[src/sv/ssd_pkg.sv]
// ----------------------------------------------------------------------------
// ssd_pkg
// Shared types, character codes and constants of the sixel stream decoder.
// ----------------------------------------------------------------------------
package ssd_pkg;

  localparam int unsigned MAX_SIDE_DEF  = 4096;
  localparam int unsigned PAL_DEPTH_DEF = 256;

  localparam logic [17:0] SAT18     = 18'h3FFFF;
  localparam logic [16:0] PARAM_CAP = 17'd100000;

  localparam logic [7:0] CH_BANG   = 8'h21;
  localparam logic [7:0] CH_QUOTE  = 8'h22;
  localparam logic [7:0] CH_HASH   = 8'h23;
  localparam logic [7:0] CH_DOLLAR = 8'h24;
  localparam logic [7:0] CH_MINUS  = 8'h2D;
  localparam logic [7:0] CH_ZERO   = 8'h30;
  localparam logic [7:0] CH_NINE   = 8'h39;
  localparam logic [7:0] CH_SEMI   = 8'h3B;
  localparam logic [7:0] SIXEL_LO  = 8'h3F;
  localparam logic [7:0] SIXEL_HI  = 8'h7E;

  localparam logic [0:0] REG_WIDTH  = 1'b0;
  localparam logic [0:0] REG_HEIGHT = 1'b1;

  localparam logic [3:0] HLS_LAST_STEP = 4'd3;
  localparam logic [1:0] HLS_LAST_CH   = 2'd2;

  typedef enum logic [1:0] {
    MODE_IDLE,
    MODE_COLOR,
    MODE_REPEAT,
    MODE_RASTER
  } mode_e;

  typedef enum logic [2:0] {
    ST_IDLE,
    ST_EXEC,
    ST_HLS,
    ST_PWR,
    ST_RD,
    ST_OUT
  } state_e;

  typedef struct packed {
    logic accept;
    logic exec;
    logic hls_run;
    logic pwr;
    logic rd;
    logic out_load;
  } cmd_t;

  typedef struct packed {
    logic define;
    logic hls;
    logic hls_done;
    logic out_busy;
  } sts_t;

  // percent (0..100) to 8 bits, truncated: p*255/100 via reciprocal
  function automatic logic [7:0] pct255(input logic [6:0] p);
    logic [14:0] s;
    logic [27:0] m;
    s = 15'(p) * 15'd255;
    m = 28'(s) * 28'd5243;
    return m[26:19];
  endfunction

endpackage

[src/sv/ssd_ctrl.sv]
// ----------------------------------------------------------------------------
// ssd_ctrl
// Sequencer of the sixel stream decoder: one byte per pass.
// ----------------------------------------------------------------------------
module ssd_ctrl (
  input  logic          clk_i,
  input  logic          rst_ni,
  input  logic          in_valid_i,
  output logic          in_ready_o,
  input  ssd_pkg::sts_t sts_i,
  output ssd_pkg::cmd_t cmd_o
);

  ssd_pkg::state_e state_q, state_d;

  always_ff @(posedge clk_i or negedge rst_ni) begin
    if (!rst_ni) state_q <= ssd_pkg::ST_IDLE;
    else         state_q <= state_d;
  end

  always_comb begin
    state_d    = state_q;
    cmd_o      = '0;
    in_ready_o = 1'b0;
    unique case (state_q)
      ssd_pkg::ST_IDLE: begin
        in_ready_o = 1'b1;
        if (in_valid_i) begin
          cmd_o.accept = 1'b1;
          state_d      = ssd_pkg::ST_EXEC;
        end
      end
      ssd_pkg::ST_EXEC: begin
        cmd_o.exec = 1'b1;
        state_d    = ssd_pkg::ST_RD;
      end
      ssd_pkg::ST_RD: begin
        if (sts_i.define && sts_i.hls) begin
          state_d = ssd_pkg::ST_HLS;
        end else if (sts_i.define) begin
          state_d = ssd_pkg::ST_PWR;
        end else begin
          cmd_o.rd = 1'b1;
          state_d  = ssd_pkg::ST_OUT;
        end
      end
      ssd_pkg::ST_HLS: begin
        cmd_o.hls_run = 1'b1;
        if (sts_i.hls_done) state_d = ssd_pkg::ST_PWR;
      end
      ssd_pkg::ST_PWR: begin
        cmd_o.pwr = 1'b1;
        state_d   = ssd_pkg::ST_RD;
      end
      ssd_pkg::ST_OUT: begin
        if (!sts_i.out_busy) begin
          cmd_o.out_load = 1'b1;
          state_d        = ssd_pkg::ST_IDLE;
        end
      end
      default: state_d = ssd_pkg::ST_IDLE;
    endcase
  end

endmodule

[config.mk]
export PLATFORM = sky130hd
export DESIGN_NAME = ssd_ctrl
export DESIGN_NICKNAME = d
export VERILOG_FILES = /design/src/sv/ssd_pkg.sv /design/src/sv/ssd_ctrl.sv
export SDC_FILE = /design/constraint.sdc
export NUM_CORES = 1
export LEC_CHECK = 0
export BUFFER_PORTS_ARGS = -buffer_cell sky130_fd_sc_hd__clkbuf_2
export CELL_PAD_IN_SITES_DETAIL_PLACEMENT = 0
export CELL_PAD_IN_SITES_GLOBAL_PLACEMENT = 1
export CORE_AREA = 5 5 42 44
export DETAILED_ROUTE_END_ITERATION = 12
export DIE_AREA = 0 0 47 49
export PLACE_DENSITY_LB_ADDON = 0.08
export SYNTH_ARGS = -nofsm -noshare
export SYNTH_HDL_FRONTEND = slang
export SYNTH_SLANG_ARGS = --single-unit
[constraint.sdc]
create_clock -name clk_i -period 0.9 [get_ports clk_i]
set_input_delay 0.045 -clock clk_i [delete_from_list [all_inputs] [get_ports clk_i]]
set_output_delay 0.045 -clock clk_i [all_outputs]
set_load 0.02 [all_outputs]
# Word level (Yosys, flattened, before mapping)
# Index checks and enable logic that the tools add are counted.
# word_totals
ff_bits	3
# op_classes
n_eq_ne	8
mux	17
n_reduce_logical	4
# ops
cell	count
3-bit 2-to-1 mux	5
3-bit case mux with 5 select lines	1
1-bit 2-to-1 mux	11
3-bit by 2-bit == test with 1-bit output, second input constant	2
3-bit == test, second input constant	2
2-bit inequality test, second input constant	3
3-bit by 1-bit == test with 1-bit output, second input constant	1
3-bit zero test	1
3-bit AND reduction	1
2-bit OR reduction	1
1-bit logical AND	1

# Depth between registers and ports, before layout
# Gate-level depths: netlist (run 1).
# logic_depth
ltp_word	3
mapped_depth	4
depth_no_buf	3

# Least setup slack after synthesis (run 1)
# No wires, ideal clock.
# synth_timing
kind	register to output
start	register state_q[0]
end	output cmd_o[5] in the netlist's numbering
t_arrival_ns	1.150
required_time_ns	0.855
setup_slack_ns	-0.295
stages_incl_launch_ff	4
path_buffers	1
cell_sequence	dfrtp_1 -> buf_6 -> nor3_2 -> and2_1
# synth_lines
element	line_no	rtl
from (decl)	ssd_ctrl.sv:14	ssd_pkg::state_e state_q, state_d;
from (signal assigned)	ssd_ctrl.sv:17	if (!rst_ni) state_q <= ssd_pkg::ST_IDLE;
from (signal assigned)	ssd_ctrl.sv:18	else state_q <= state_d;
to (decl)	ssd_ctrl.sv:11	output ssd_pkg::cmd_t cmd_o

==> results.md, run 1 <==
* Vias in the first global route at 367
* Yosys reg bits at 3
* GPL Wtd Cong at 0.652
* # diodes at 0
* Final net count at 62
* Largest register by flop count: state_q
* Drt wl/cell at 11.6 um
* Gr usage total at 0.0903
* Worst slack, placed at -0.252 ns
* Synthesized net count at 32
* Setup Viol. Count Final at 10
* Setup ws final at -0.388 ns
* Initial antenna violation count at 0
* Worst Path Max Fanout at 6
* Critical path endpoint category: primary output
* Distinct cells, synth at 20
* Yosys top cell area share at 0.296
* RSZ-0062 raised after global routing: true
* Skew final at 0.00413 ns
* DRT Pass-1 Iters at 1
* Slew Limit Fails at 0
* IO Count at 14
* CP Launch Type: register
* Clk buf depth at 2
* Clk sinks at 3
* Reg power frac at 0.180
* Root Buffer: clkbuf_4
* Top flop regs: state_q (3)
* CTS buffer count at 3
* Psw at approximately 0.86 mW
* Critical path arrival at 1.24 ns
* Synth-to-Final Area Change at 127%
* Max frequency at 776 MHz
* FP Rows at 14
* Filler cells at 150
* WP data required at 0.85 ns
* Hold/Removal Path Class: input pin to register
* Chip width at 47 um
* Starting Density at 0.181
* Via density per instance at approximately 4.2
* Ys Warns at 0
* Largest net degree at the start of global routing at 8
* Starting DRT DRC Count at 0
* Syn avg cell area at 10.2 um2
* Tightest Pin Transition at 0.227 ns
* Clock-pin transition on the worst setup and hold timing paths at 0.04 ns
* DPL Wire Length at 559 um
* Pwr dens at slightly below 4000 mW/mm2
* ANT nets after route at 0
* Total number of vias at around 300
* Clock Latency Late Sink at 0.23 ns
* Outcome: complete, but fails checks
* Die span in y at 49 um
* Die area at ~0.0023 mm2
* Mapped Cells at 25
* Wire length of the first global-routing pass at 1.50 mm
* Core Area at roughly 0.0014 mm2
* WL final at 811 um
* Failing checks: setup timing
* Final worst path period share at 1.43
* Clock share of power at 0.108
* Final min period at 1.29 ns
* Sequential share of the synthesized area at 0.296
* Leak pwr at between 0.2 and 0.3 nW
* TritonCTS clock tree: built
* Dpl cells at 57
* Post-layout power at 2.23 mW
* DR DRC count at 0
* Endpoints failing hold at 0
* Max cap viols at 0
* Area leader, netlist: dfrtp_1
* Internal power at 1.38 mW
* Aggregate global routing overflow at 0
* Final cell count without fillers at 70
* Synthesized area at 254 um2
* Logic pwr share at 0.712
* Share of layout cells above drive strength 1 at 0.815
* Max reg flops at 3
* Port bufs at 13
* Switch share at 0.383
* Area contributors post-synth: dfrtp_1 30%, nor4b_4 9.4%, buf_6 8.9%, o311ai_2 6.4%, nor4b_2 5.9%
* Crit Path Class: register to primary output
* Max_slew headroom at 0.848
* VDD IR-drop max at 0.00184 V
* Htree depth at 1
cells by family after synthesis:
group / count (synthesis) / share of synthesized area
multiplexers: 1 / 0.0394
AND/OR/NAND/NOR: 11 / 0.374
buffers and inverters: 5 / 0.138
flip-flops: 3 / 0.296
AO/OA/AOI/OAI: 5 / 0.153
cell type report:
type | count | area [um2] | share of cell area
multi-input cells | 17 | 183 | 0.317
well taps | 16 | 20.0 | 0.0347
flip-flops and latches | 3 | 78.8 | 0.137
inverters | 2 | 10.0 | 0.0174
clock buffers | 4 | 26.3 | 0.0456
repair buffers | 28 | 259 | 0.449
timing repair:
action | 4_1_cts | 5_1_grt
hold buffers | 1 | 0
pin swaps | 6 | 3
endpoints found under the hold margin | 3 | 0
gates cloned | 0 | 0
setup buffers | 5 | 3
resized for setup | 26 | 8
endpoints found under the setup margin | 10 | 10
per-stage QoR:
step	hold WS [ns]	area [um2]	utilization	TNS [ns]
after global routing	0.138	577	0.412	-3.35
after CTS	0.112	542	0.387	-2.85
final	0.122	577	0.412	-2.81
after global placement	-0.155	375	0.268	-1.55
after detailed placement	-0.150	375	0.268	-1.45
after floorplan	-0.251	273	-	-0.766
synth_stat cells:
master and instances:
dfrtp_1 3, a21oi_1 2, buf_6 2, nor2_1 2
a21o_1 1, and2_1 1, buf_2 1, inv_1 1
inv_2 1, mux2i_1 1, nand2b_1 1, nand3_1 1
nand3b_1 1, nand4b_1 1, nor3_1 1, nor3_2 1
nor4b_2 1, nor4b_4 1, o21ai_0 1, o311ai_2 1
worst paths after layout:
check | from | to | slack [ns] | cells after the start
setup / recovery | state_q[1]$_DFFE_PN0P_ | cmd_o[1] | -0.39 | 3
hold / removal | sts_i[3] | state_q[1]$_DFFE_PN0P_ | 0.12 | 3
setup reg to reg | state_q[1]$_DFFE_PN0P_ | state_q[2]$_DFFE_PN0P_ | -0.21 | 4
hold reg to reg | state_q[0]$_DFFE_PN0P_ | state_q[2]$_DFFE_PN0P_ | 0.66 | 1
max in group asynchronous | rst_ni | state_q[0]$_DFFE_PN0P_ | 0.62 | 2
min in group asynchronous | rst_ni | state_q[2]$_DFFE_PN0P_ | 0.15 | 2
critical path: stages, from the launching register on:
cell,delay [ns]
dfrtp_2,0.45
buf_6,0.14
nor4b_4,0.23
clkbuf_8,0.20
power by group through the flow:
| stage | Combinational [mW] | Clock (mW) | Sequential, mW |
|---|---|---|---|
| global route | 1.70 | 0.265 | 0.419 |
| floorplan | 0.796 | 0 | 0.223 |
| finish | 1.59 | 0.240 | 0.402 |
| CTS | 1.41 | 0.253 | 0.410 |
| detailed placement | 0.913 | 0 | 0.387 |
| global placement | 0.917 | 0 | 0.392 |
metal layers:
metal	routed length, um	GRT usage
met2	443	0.143
met4	19	0.0829
met5	0	0
met1	319	0.0951
met3	28	0.0148
cells in the final DEF (no fill, tap or decap), drive strengths merged:
| cell | netlist | layout |
|---|---|---|
| inv | 2 | 2 |
| a21oi | 2 | 2 |
| mux2i | 1 | 1 |
| nor4b | 2 | 2 |
| nand3b | 1 | 1 |
| buf | 3 | 19 |
| clkbuf | 0 | 12 |
| a21o | 1 | 1 |
| nand2b | 1 | 1 |
| o311ai | 1 | 1 |
| and2 | 1 | 1 |
| nand4b | 1 | 1 |
| dfrtp | 3 | 3 |
| nor2 | 2 | 2 |
| o21ai | 1 | 1 |
| nand3 | 1 | 1 |
| nor3 | 2 | 2 |
| dlygate4sd3 | 0 | 1 |
No activity file was read; power rests on OpenSTA's default activity.
==> run 2: changes to the inputs <==
ABC_AREA = 1   (was not set)
==> run 2 against run 1 <==
The flow still finishes with violations (setup timing). Wire length down 4.7%. Largest power group unchanged. Final cell count rose by 11%. Global-route usage is 1.5 points lower. Non-clock buffer count fell by 3. Clock skew down 0.0017 ns. Area after synthesis decreased by 16%.
==> results.md, run 2 <==
* Post-synth top cells: 8 x inv_1, 6 x nand2_1, 6 x nor2_1, 4 x nand3_1, 3 x dfrtp_1 (was 3 x dfrtp_1, 2 x a21oi_1, 2 x buf_6, 2 x nor2_1)
* Post-synthesis adder-cell area fraction at 0 (unchanged)
* Sequential share of the synthesized area at 0.351 (was 0.296)
* # diodes at 0 (unchanged)
* Setup ws final at -0.276 ns (was -0.388 ns)
* Ys Warns at 0 (unchanged)
* Met2 routed WL at 438 um (was 443 um)
* Synth Area in XOR/XNOR at 0 (unchanged)
* Area contributors post-synth: dfrtp_1 35%, inv_1 14%, nand2_1 11%, nor2_1 11%, nand3_1 9.4% (was dfrtp_1 30%, nor4b_4 9.4%, buf_6 8.9%, o311ai_2 6.4%, nor4b_2 5.9%)
* FP Rows at 14 (unchanged)
* Synth-to-Final Area Change at 162% (was 127%)
* Tightest Pin Transition at 0.168 ns (was 0.227 ns)
* Port bufs at 13 (unchanged)
* WP data required at 0.85 ns (about the same)
* Gr usage total at 0.0755 (was 0.0903)
* VDD IR-drop max at 0.00128 V (was 0.00184 V)
* Share of layout cells above drive strength 1 at 0.790 (was 0.815)
* Critical path arrival at 1.13 ns (was 1.24 ns)
* Core Area at 0.00140 mm2 (unchanged)
* Max cap viols at 0 (unchanged)
* Endpoints failing hold at 0 (unchanged)
* Largest family of logic cells by synthesized area: simple AND/OR/NAND/NOR gates (unchanged)
* Worst slack, placed at -0.102 ns (was -0.252 ns)
* Via density per instance at 3.92 (was 4.24)
* Setup_tns at -2.18 ns (was -2.81 ns)
* Area of the multi-input gates at 160 um2 (was 183 um2)
* Slew Limit Fails at 0 (unchanged)
* Clock-pin transition on the worst setup and hold timing paths at 0.04 ns (about the same)
* Leak pwr at 0.289 nW (was 0.266 nW)
* Largest net degree at the start of global routing at 5 (was 8)
* Distinct cells, synth at 11 (was 20)
* TritonCTS clock tree: built (unchanged)
* Met3 WL at 69 um (was 28 um)
* Critical path endpoint category: primary output (unchanged)
* GPL Wtd Cong at 0.658 (was 0.652)
* Post-synthesis compound-gate area fraction at 0.111 (was 0.153)
* Reg2reg end: state_q[0]$_DFFE_PN0P_ (was state_q[2]$_DFFE_PN0P_)
* Yosys top cell area share at 0.351 (was 0.296)
* Cells on Worst Hold Path at 3 (unchanged)
* Syn avg cell area at 6.48 um2 (was 10.2 um2)
* Post-route cell area at 561 um2 (was 577 um2)
* Drt wl/cell at 9.91 um (was 11.6 um)
* Initial antenna violation count at 0 (unchanged)
* Vias in the first global route at 297 (was 367)
* Setup Viol. Count Final at 10 (unchanged)
* Skew final at 0.00244 ns (was 0.00413 ns)
* Max_slew headroom at 0.888 (was 0.848)
* Synthesized net count at 40 (was 32)
* CP Launch Type: register (unchanged)
* Crit Path Class: register to primary output (unchanged)
* FFs w/ async S/R, synth at 1.00 (unchanged)
* Clk buf depth at 2 (unchanged)
* Outcome: complete, but fails checks (unchanged)
* Clk sinks at 3 (unchanged)
* Starting DRT DRC Count at 0 (unchanged)
* Die area at 0.00230 mm2 (unchanged)
* Most common cell after layout, fill and taps aside: buf_6 (unchanged)
* Top flop regs: state_q (3) (unchanged)
* Count leader, synth: inv_1 (was dfrtp_1)
* Failing checks: setup timing (unchanged)
* DR DRC count at 0 (unchanged)
* Post-synthesis simple-gate area fraction at 0.380 (was 0.374)
* Total number of vias at 306 (was 297)
* Die span in y at 49 um (unchanged)
* Max frequency at 850 MHz (was 776 MHz)
* Main synth FF type: dfrtp_1 (unchanged)
* Highest routed layer: met3 (was met4)
* Post-layout power at 2.12 mW (was 2.23 mW)
* Wire length of the first global-routing pass at 1.21 mm (was 1.50 mm)
* Area leader, netlist: dfrtp_1 (unchanged)
* DPL Wire Length at 537 um (was 559 um)
* Fin util at 0.400 (was 0.412)
* RSZ-0062 raised after global routing: true (unchanged)
* Hold/Removal Path Class: input pin to register (unchanged)
* Worst Reg-to-Reg Cells at 6 (was 4)
* Max reg flops at 3 (unchanged)
* Htree depth at 1 (unchanged)
* Register area at 78.8 um2 (unchanged)
* Final worst path period share at 1.31 (was 1.43)
* Reg2reg start: state_q[0]$_DFFE_PN0P_ (was state_q[1]$_DFFE_PN0P_)
* CTS buffer count at 3 (unchanged)
* Starting Density at 0.153 (was 0.181)
* M1 WL at 265 um (was 319 um)
* Clock Latency Late Sink at 0.23 ns (about the same)
* Mapped Cells at 33 (was 25)
* Hold Startpoint: sts_i[3] (unchanged)
* DRT Pass-1 Iters at 1 (unchanged)
* IO Count at 14 (unchanged)
* Final min period at 1.18 ns (was 1.29 ns)
* Worst Path Max Fanout at 3 (was 6)
* Final net count at 70 (was 62)
* Hold EP: state_q[1]$_DFFE_PN0P_ (unchanged)
* R2R setup slack at -0.20 ns (was -0.21 ns)
* Synthesized area at 214 um2 (was 254 um2)
* ANT nets after route at 0 (unchanged)
* Pwr dens at 3790 mW/mm2 (was 3870 mW/mm2)
* Root Buffer: clkbuf_4 (unchanged)
* WL final at 773 um (was 811 um)
* Highest-count cells in the layout ignoring fill and taps: 11 x buf_6, 6 x clkbuf_2 (was 9 x buf_6, 8 x buf_4, 6 x clkbuf_2, 3 x clkbuf_4, 3 x dfrtp_2)
* Chip width at 47 um (unchanged)
* Post-synth EDFFs at 0 (unchanged)
* Filler cells at 170 (was 150)
* Post-placement cell area at 329 um2 (was 375 um2)
* Aggregate global routing overflow at 0 (unchanged)
* Yosys reg bits at 3 (unchanged)
* Mux contribution to synthesized area at 0 (was 0.0394)
* Largest register by flop count: state_q (unchanged)
==> run 2: how the worst max path moves through the flow <==
stage	start	endpoint	slack, ns	cells after the start
after floorplan	state_q[0]$_DFFE_PN0P_	state_q[0]$_DFFE_PN0P_	-0.001	4
after global placement	state_q[1]$_DFFE_PN0P_	cmd_o[5]	-0.09	4
after detailed placement	state_q[1]$_DFFE_PN0P_	cmd_o[5]	-0.10	4
after CTS	state_q[1]$_DFFE_PN0P_	cmd_o[0]	-0.32	5
after global routing	state_q[0]$_DFFE_PN0P_	cmd_o[1]	-0.34	4
final	state_q[1]$_DFFE_PN0P_	cmd_o[0]	-0.28	5
==> run 2: area by class of cell <==
class | count | share of cell area
clock buffer | 4 | 0.0469
inverter | 9 | 0.0647
multi-input combinational | 21 | 0.286
sequential | 3 | 0.141
tap | 16 | 0.0357
timing repair buffer | 25 | 0.426
==> run 2: cell families after synthesis <==
| group | after synthesis |
|---|---|
| simple gates | 18 |
| buf+inv | 9 |
| flops | 3 |
| compound gates | 3 |
==> run 2: layer usage <==
| layer | track usage | up-vias |
|---|---|---|
| li1 | - | 157 |
| met4 | 0.0691 | 0 |
| met3 | 0.0111 | 0 |
| met1 | 0.0819 | 140 |
| met2 | 0.118 | 9 |
| met5 | 0 | - |
==> run 2: worst max-delay path, stage by stage, from the launching register on <==
cell and delay [ns]:
dfrtp_2 0.43, buf_6 0.13, inv_4 0.06, nand3_4 0.07, nor2_2 0.10, buf_6 0.12
==> run 2: where the power goes <==
group          internal [mW]  switching [mW]
Clock                  0.166          0.0655
Sequential             0.216           0.122
Combinational          0.861           0.692
==> run 2: through the flow <==
step | hold slack, ns | instances
2_1_floorplan | -0.251 | 33
3_3_place_gp | -0.155 | 65
3_5_place_dp | -0.157 | 65
4_1_cts | 0.0858 | 76
5_1_grt | 0.108 | 78
6_report | 0.0802 | 78
==> run 2: what timing repair did <==
item | in CTS | in global routing
pin swaps | 8 | 11
buffers inserted | 6 | 4
gates resized for setup | 28 | 22
hold buffers | 1 | 0
endpoints found under the hold margin | 3 | 0
endpoints found under the setup margin | 10 | 10
==> run 3: changes to the inputs <==
CORE_AREA = 2 2 39 41   (was 5 5 42 44)
DIE_AREA = 0 0 41 43   (was 0 0 47 49)
==> run 3 against run 2 <==
The flow still finishes with violations (setup timing). Clock-buffer cell count unchanged. Non-clock buffer count shrank 3. Cell area is 13% lower. Critical path depth shrank 1. Die area down 23%. Sequential share of layout area rose by 2.1 points. Combinational power is 19% lower. Hold slack better by 0.012 ns. Critical path type unchanged.
==> results.md, run 3 (synthesized netlist as in run 2, its figures left out) <==
* Slew Limit Fails at 0 (unchanged)
* Setup Viol. Count Final at 9 (was 10)
* Final min period at 1.16 ns (was 1.18 ns)
* Endpoints failing hold at 0 (unchanged)
* Final net count at 67 (was 70)
* CTS buffer count at 3 (unchanged)
* VDD IR-drop max at 0.00105 V (was 0.00128 V)
* Clk sinks at 3 (unchanged)
* TritonCTS clock tree: built (unchanged)
* Die area at 0.00176 mm2 (was 0.00230 mm2)
* Filler cells at 159 (was 170)
* Most common cell after layout, fill and taps aside: buf_4 (was buf_6)
* Root Buffer: clkbuf_4 (unchanged)
* Post-placement cell area at 329 um2 (unchanged)
* IO Count at 14 (unchanged)
* Top flop regs: state_q (3) (unchanged)
* WL final at 613 um (was 773 um)
* Critical path arrival at 1.12 ns (was 1.13 ns)
* DPL Wire Length at 467 um (was 537 um)
* Leak pwr at 0.268 nW (was 0.289 nW)
* Starting DRT DRC Count at 1 (was 0)
* Largest register by flop count: state_q (unchanged)
* Wire length of the first global-routing pass at 1.01 mm (was 1.21 mm)
* RSZ-0062 raised after global routing: true (unchanged)
* Core Area at 0.00138 mm2 (was 0.00140 mm2)
* Max reg flops at 3 (unchanged)
* Vias in the first global route at 270 (was 297)
* Starting Density at 0.155 (was 0.153)
* WP data required at 0.85 ns (about the same)
* R2R setup slack at -0.25 ns (was -0.20 ns)
* Tightest Pin Transition at 0.154 ns (was 0.168 ns)
* Largest net degree at the start of global routing at 6 (was 5)
* Outcome: complete, but fails checks (unchanged)
* Skew final at 0.00369 ns (was 0.00244 ns)
* ANT nets after route at 0 (unchanged)
* Setup ws final at -0.261 ns (was -0.276 ns)
* Aggregate global routing overflow at 0 (unchanged)
* Crit Path Class: register to primary output (unchanged)
* Share of layout cells above drive strength 1 at 0.678 (was 0.790)
* Port bufs at 13 (unchanged)
* Die span in y at 43 um (was 49 um)
* Gr usage total at 0.0905 (was 0.0755)
* Worst slack, placed at -0.0928 ns (was -0.102 ns)
* Clock-pin transition on the worst setup and hold timing paths at 0.04 ns (about the same)
* Initial antenna violation count at 0 (unchanged)
* Total number of vias at 289 (was 306)
* Worst Path Max Fanout at 4 (was 3)
* Drt wl/cell at 8.17 um (was 9.91 um)
* Clk buf depth at 2 (unchanged)
* # diodes at 0 (unchanged)
* Failing checks: setup timing (unchanged)
* Synth-to-Final Area Change at 127% (was 162%)
* Chip width at 41 um (was 47 um)
* Post-route cell area at 487 um2 (was 561 um2)
* Critical path endpoint category: primary output (unchanged)
* Clock Latency Late Sink at 0.23 ns (about the same)
* Htree depth at 1 (unchanged)
* Highest-count cells in the layout ignoring fill and taps: 8 x buf_4, 6 x clkbuf_2, 5 x inv_1 (was 11 x buf_6, 6 x clkbuf_2)
* Pwr dens at 3740 mW/mm2 (was 3790 mW/mm2)
* Final worst path period share at 1.29 (was 1.31)
* DRT Pass-1 Iters at 2 (was 1)
* CP Launch Type: register (unchanged)
* FP Rows at 14 (unchanged)
* Via density per instance at 3.85 (was 3.92)
* Max frequency at 862 MHz (was 850 MHz)
* GPL Wtd Cong at 0.652 (was 0.658)
* Max cap viols at 0 (unchanged)
* Hold/Removal Path Class: input pin to register (unchanged)
* DR DRC count at 0 (unchanged)
* Max_slew headroom at 0.897 (was 0.888)
==> run 3: cell count changes in the layout (fill, tap and decap cells not counted), sizes merged <==
| cell | previous run | this run |
|---|---|---|
| buf | 18 | 14 |
| clkbuf | 10 | 11 |
==> run 3: path summary, 6_finish.rpt <==
kind	cells past startpoint	start	end
setup reg to reg	6	state_q[1]$_DFFE_PN0P_	state_q[0]$_DFFE_PN0P_
setup / recovery	4	state_q[0]$_DFFE_PN0P_	cmd_o[5]
min in group asynchronous	2	rst_ni	state_q[2]$_DFFE_PN0P_
hold reg to reg	2	state_q[2]$_DFFE_PN0P_	state_q[1]$_DFFE_PN0P_
max in group asynchronous	2	rst_ni	state_q[1]$_DFFE_PN0P_
hold / removal	3	sts_i[3]	state_q[1]$_DFFE_PN0P_
==> run 3: layout make-up <==
cell class,instances,area [um2],share of cell area
inverters,9,33.8,0.0694
repair buffers,22,193,0.396
flip-flops and latches,3,78.8,0.162
clock buffers,4,26.3,0.0540
multi-input cells,21,135,0.278
well taps,16,20.0,0.0411
==> run 3: what timing repair did <==
item,4_1_cts,5_1_grt
gates resized for setup,22,10
hold buffers,1,0
hold endpoints to repair,3,0
setup buffers,2,4
setup endpoints to repair,10,10
pin swaps,3,4
==> run 3: power breakdown <==
group	switching, mW	leakage [nW]	total, mW	internal [mW]
clock network	0.0685	0.0150	0.235	0.166
logic	0.557	0.219	1.25	0.696
registers	0.119	0.0336	0.335	0.216
total	0.744	0.268	1.82	1.08
==> run 3: per-stage QoR <==
step	utilization	hold slack, ns	power [mW]	instances	TNS (ns)
after CTS	0.330	0.0841	1.67	72	-2.42
after global routing	0.352	0.0879	1.98	75	-2.63
after floorplan	-	-0.251	0.766	33	-0.00101
after detailed placement	0.238	-0.156	1.06	65	-0.424
after global placement	0.238	-0.156	1.07	65	-0.546
final	0.352	0.0918	1.82	75	-1.99
==> run 3: worst max-delay path, stage by stage (launching register included) <==
cell and delay, ns:
dfrtp_2 0.43, nor2_4 0.15, nand2_2 0.09, nor2_4 0.09, buf_8 0.11
==> run 3: routing by layer <==
layer	routed length [um]	share of wire	track usage
met1	241	0.39	0.104
met2	322	0.53	0.125
met3	49	0.080	0.0314
met4	0	0	0.0800
met5	0	0	0
